### src/rtl/core/hrs_pkg.sv
// Shared types and constants for the histogram rank statistics core.
// No dependencies; imported by every module under rtl/core.
package hrs_pkg;

    localparam int VALUE_W     = 14;
    localparam int VALUE_RANGE = 2 ** VALUE_W;
    localparam int CNT_W       = 17;
    localparam int NUM_W       = 24;
    localparam int QUOT_W      = 7;

    localparam logic [CNT_W-1:0]   MAX_SAMPLES = CNT_W'(65536);
    localparam logic [NUM_W-1:0]   PCT_SCALE   = NUM_W'(100);
    localparam logic [VALUE_W-1:0] VALUE_MAX   = VALUE_W'(VALUE_RANGE - 1);

    localparam logic [2:0] ACT_CLEAR = 3'd0;
    localparam logic [2:0] ACT_ADD   = 3'd1;
    localparam logic [2:0] ACT_AMP   = 3'd2;
    localparam logic [2:0] ACT_MED   = 3'd3;
    localparam logic [2:0] ACT_PCT   = 3'd4;

    localparam logic [1:0] ST_OK    = 2'd0;
    localparam logic [1:0] ST_EMPTY = 2'd1;
    localparam logic [1:0] ST_FULL  = 2'd2;

    typedef struct packed {
        logic [2:0]         action;
        logic [VALUE_W-1:0] value;
    } t_in_word;

    typedef struct packed {
        logic [VALUE_W-1:0] result;
        logic [1:0]         status;
    } t_out_word;

    typedef struct packed {
        logic             start;
        logic [NUM_W-1:0] num;
        logic [CNT_W-1:0] den;
    } t_div_req;

endpackage

### src/rtl/core/hrs_divider.sv
// Restoring divider for the percentile: one quotient bit per cycle.
// Depends on hrs_pkg; the quotient fits QUOT_W bits since num <= 100 * den.
module hrs_divider
    import hrs_pkg::*;
(
    input  logic              i_clk,
    input  logic              i_rst_n,
    input  t_div_req          i_req,
    output logic              o_done,
    output logic [QUOT_W-1:0] o_quot
);

    logic                      r_busy, n_busy;
    logic                      r_done, n_done;
    logic [$clog2(QUOT_W)-1:0] r_step, n_step;
    logic [NUM_W-1:0]          r_rem, n_rem;
    logic [CNT_W-1:0]          r_den, n_den;
    logic [QUOT_W-1:0]         r_quot, n_quot;
    logic [NUM_W-1:0]          shifted;

    always_comb begin
        n_busy  = r_busy;
        n_done  = 1'b0;
        n_step  = r_step;
        n_rem   = r_rem;
        n_den   = r_den;
        n_quot  = r_quot;
        shifted = NUM_W'(r_den) << r_step;
        if (i_req.start) begin
            n_busy = 1'b1;
            n_step = $bits(r_step)'(QUOT_W - 1);
            n_rem  = i_req.num;
            n_den  = i_req.den;
            n_quot = '0;
        end else if (r_busy) begin
            if (r_rem >= shifted) begin
                n_rem  = r_rem - shifted;
                n_quot = r_quot | (QUOT_W'(1) << r_step);
            end
            if (r_step == '0) begin
                n_busy = 1'b0;
                n_done = 1'b1;
            end else begin
                n_step = r_step - 1'b1;
            end
        end
    end

    always_ff @(posedge i_clk) begin
        if (!i_rst_n) begin
            r_busy <= 1'b0;
            r_done <= 1'b0;
        end else begin
            r_busy <= n_busy;
            r_done <= n_done;
        end
        r_step <= n_step;
        r_rem  <= n_rem;
        r_den  <= n_den;
        r_quot <= n_quot;
    end

    assign o_done = r_done;
    assign o_quot = r_quot;

    a_quot_range: assert property (@(posedge i_clk) disable iff (!i_rst_n)
        r_done |-> r_quot <= QUOT_W'(100))
        else $error("percentile quotient above 100");

    a_done_after_busy: assert property (@(posedge i_clk) disable iff (!i_rst_n)
        r_done |-> $past(r_busy))
        else $error("divider done without a running division");

    a_den_nonzero: assert property (@(posedge i_clk) disable iff (!i_rst_n)
        i_req.start |-> i_req.den != '0)
        else $error("division started with zero divisor");

endmodule

### config.mk
export PLATFORM = sky130hd
export DESIGN_NAME = hrs_divider
export DESIGN_NICKNAME = d
export VERILOG_FILES = /design/src/rtl/core/hrs_pkg.sv /design/src/rtl/core/hrs_divider.sv
export SDC_FILE = /design/constraint.sdc
export NUM_CORES = 1
export LEC_CHECK = 0
export BUFFER_PORTS_ARGS = -buffer_cell sky130_fd_sc_hd__buf_4
export CAP_MARGIN = 20
export CORE_MARGIN = 2
export CORE_UTILIZATION = 30
export DETAILED_ROUTE_END_ITERATION = 7
export MAX_ROUTING_LAYER = met4
export PLACE_DENSITY = 0.59
export SKIP_LAST_GASP = 1
export SLEW_MARGIN = 20
export SYNTH_ARGS = -nofsm -noshare
export SYNTH_HDL_FRONTEND = slang
export SYNTH_SLANG_ARGS = --single-unit
### constraint.sdc
create_clock -name i_clk -period 4.1 [get_ports i_clk]
set_clock_uncertainty 0.2 [all_clocks]
set_input_delay 0.41 -clock i_clk [delete_from_list [all_inputs] [get_ports i_clk]]
set_output_delay 0.41 -clock i_clk [all_outputs]
set_load 0.01 [all_outputs]
==> results.toml <==
[timing]
worst_slew_margin_rel_pct = 54.6
finalHoldViolations = 0
achievable-frequency_mhz = 264
final.hold.worst_slack_ps = 78.6
timing.final.max_slew_violations = 0
fin_setup_tns_ps = 0
rsz0062_at_grt = "false"
timing.final.setup_violations = 0
period_share_pct = 92.3
period_minus_slack_ps = 3790
tightest_slew_ps = 681

[clock_tree]
postCtsResizedCells = 0
post-cts-setup-buffers = 0
cts-root-to-sink-buffers = 2
tritoncts = "done"
htree_levels = 2
post_cts_clock_slew_at_the_launch_and_capture_registers_of_the_worst_setup_and_hold_paths_ps = 80
clock_latency_ps = 300
tritoncts.num_buffers = 5
clockRootBuffer = "clkbuf_16"
cts_sinks = 53
holdBufCountCts = 0

[yosys]
async_flop_share_pct = 0
avgSynthCellArea_sq_um = 9.61
yosysWarningCount = 0
postSynthNetCount = 483
syn-instance-count = 409
register_area_share_after_synthesis_pct = 37.4
synth_top_cell_area_share_pct = 31.3
ys.flop_type = "edfxtp_1"
synth_enable_flop_cells = 41
synth_cell_type_count = 58
yosysTopAreaCell = "edfxtp_1"
yosys_register_bits = 53
synth_area_sq_um = 3930
netlist_top_cells_area = "edfxtp_1, ha_1, dfxtp_1"

[setup_path]
path_class = "register to register"
critical_path_buf_inv_count = 4
critPathTopFamily = "compound AO/OA/AOI/OAI gates"
worst_setup_path_start_kind = "register"
largest_driver_fanout_on_the_critical_path = 12
timing.critical_path.slowest_cell_delay_ps = 430
cpMaxStageDelayCell = "dfxtp_1"
timing.critical_path.required_ps = 3940
path_cells = "buf_4 > inv_2 > nand2_1 > nor3_1 > ha_1 > inv_1 > fa_1 > a21o_1 > a211oi_1 > o221ai_1 > a221o_1 > a22oi_2 > nand2_1 > buf_4"
setup.worst_path.end_class = "register"
crit_arrival_ps = 3630

[cells_and_area]
antenna_cells_inserted = 0
flow.area_growth_from_synthesis_pct = 18.0
final_nets = 525
fill_cells = 1316
final_layout_size_suffix_gt1_share_pct = 18.6

[grt]
overflow = 0
first_global_vias = 3236
grt.total_usage_pct = 14.6
met2_usage_pct = 22.1
busiest_layer = "met2"
grt_antenna_before_repair = 0
globalRouteMet3Util_pct = 1.93
met1_usage_pct = 19.8
first_pass_grt_wire_length_microns = 16000
grt_start_max_net_pins = 67

[route]
drt_pass1_iterations = 5
routed-via-count = 3276
initialDrtViolationCount = 144
post_drt_via_cell_ratio = 5.25
drt_wl_total_microns = 9740
drt.antenna.violating_nets = 0
drt_drc_violations_left = 0
post_drt_wl_per_cell_microns = 15.6

[die]
pin_count = 52
die_height_microns = 118
x_dimension_of_the_die_microns = 118
placementRows = 41
initial_utilization_pct = 30.9
placeableCoreArea_sq_um = 12700
fp.dieArea_sq_um = 14000

[placed_design]
routabilityCongestion = 0.883
post-dp-hpwl_microns = 7600
place.port_buffers = 51

[run]
timing.max_cap.violations = 0

[power]
power_density_nw_per_um2 = 576
power_mw = 2.67
power.static_leakage_nw = 1.94
worst_ir_drop_vdd_uv = 190

[outcome]
outcome = "complete, no violations"

[hold_path]
hp-class = "input port to register"
==> metal layers <==
layer	up-vias	part of all wire, %
met2	85	45
met4	0	2.4
met1	1540	49
li1	1636	-
met5	-	0
met3	15	3.7
==> cells in the mapped netlist (3+ instances only) <==
cell type,n
a211oi_1,4
a21o_1,17
a21oi_1,33
a22o_1,3
a32o_1,4
buf_2,4
clkbuf_1,18
dfxtp_1,12
edfxtp_1,41
ha_1,29
inv_1,8
mux2i_1,20
mux4_2,8
nand2_1,52
nand3_1,10
nand4_1,9
nor2_1,16
nor2b_1,5
nor3_1,11
o211ai_1,3
o21ai_0,21
o21ai_1,10
o21bai_1,5
o221ai_1,3
or3_1,3
xnor2_1,13
xor2_1,5
==> final cells by class <==
class | count | area (sq um) | area share (%)
multi-input combinational | 320 | 2310 | 49.9
sequential | 53 | 1470 | 31.7
clock inverter | 3 | 23.8 | 0.512
timing repair buffer | 60 | 450 | 9.71
clock buffer | 5 | 125 | 2.70
inverter | 11 | 41.3 | 0.890
tap | 172 | 215 | 4.64
==> state kept, by name, summed over array words and instances (netlist names) <==
name    cells
r_busy      1
o_done      1
o_quot      7
r_rem      24
r_den      17
r_step      3
==> final timing paths <==
check / from / endpoint / slack [ps] / depth (start not counted)
max: r_step[0] / r_rem[0] / 310 / 14
min reg2reg: o_quot[6] / o_quot[6] / 280 / 1
max reg2reg: r_step[0] / r_rem[0] / 310 / 14
min: i_req[9] / r_den[9] / 80 / 1
==> per-stage QoR <==
step	util [%]	worst slack, ps	area [sq um]	instances
finish	36.5	314	4640	624
global route	36.5	72.7	4640	624
global placement	35.3	400	4490	616
detailed placement	35.3	360	4490	616
CTS	36.5	318	4640	624
floorplan	-	126	3930	409
==> power breakdown <==
part / internal [mW] / total [mW] / switching [mW]
Combinational: 0.613 / 1.44 / 0.829
Sequential: 0.729 / 0.797 / 0.0683
Clock: 0.231 / 0.436 / 0.205
==> cells in the final DEF (no fill, tap or decap), types with 3 or more instances in the layout <==
| master | synthesis | layout |
|---|---|---|
| a22o_1 | 3 | 3 |
| nor3_1 | 11 | 11 |
| o21ai_1 | 10 | 10 |
| o221ai_1 | 3 | 3 |
| nor2b_1 | 5 | 5 |
| clkbuf_16 | 0 | 5 |
| buf_4 | 0 | 60 |
| xor2_1 | 5 | 5 |
| a21o_1 | 17 | 17 |
| mux2i_1 | 20 | 20 |
| ha_1 | 29 | 29 |
| xnor2_1 | 13 | 13 |
| a32o_1 | 4 | 4 |
| o21bai_1 | 5 | 5 |
| nand2_1 | 52 | 52 |
| a21oi_1 | 33 | 33 |
| or3_1 | 3 | 3 |
| dfxtp_1 | 12 | 12 |
| o211ai_1 | 3 | 3 |
| nor2_1 | 16 | 16 |
| nand4_1 | 9 | 9 |
| o21ai_0 | 21 | 21 |
| a211oi_1 | 4 | 4 |
| mux4_2 | 8 | 8 |
| edfxtp_1 | 41 | 41 |
| nand3_1 | 10 | 10 |
| inv_1 | 8 | 8 |
==> logic make-up after synthesis <==
| family | Yosys count | share of synthesized area [%] |
|---|---|---|
| buffers and inverters | 36 | 3.75 |
| adders and majority gates | 30 | 9.74 |
| DFF | 53 | 37.4 |
| and+or+nand+nor | 116 | 13.6 |
| xor gates and xnor gates | 18 | 4.01 |
| muxes | 30 | 10.2 |
| AOI/OAI and AO/OA | 126 | 21.2 |
(Power assumes the default switching activity.)
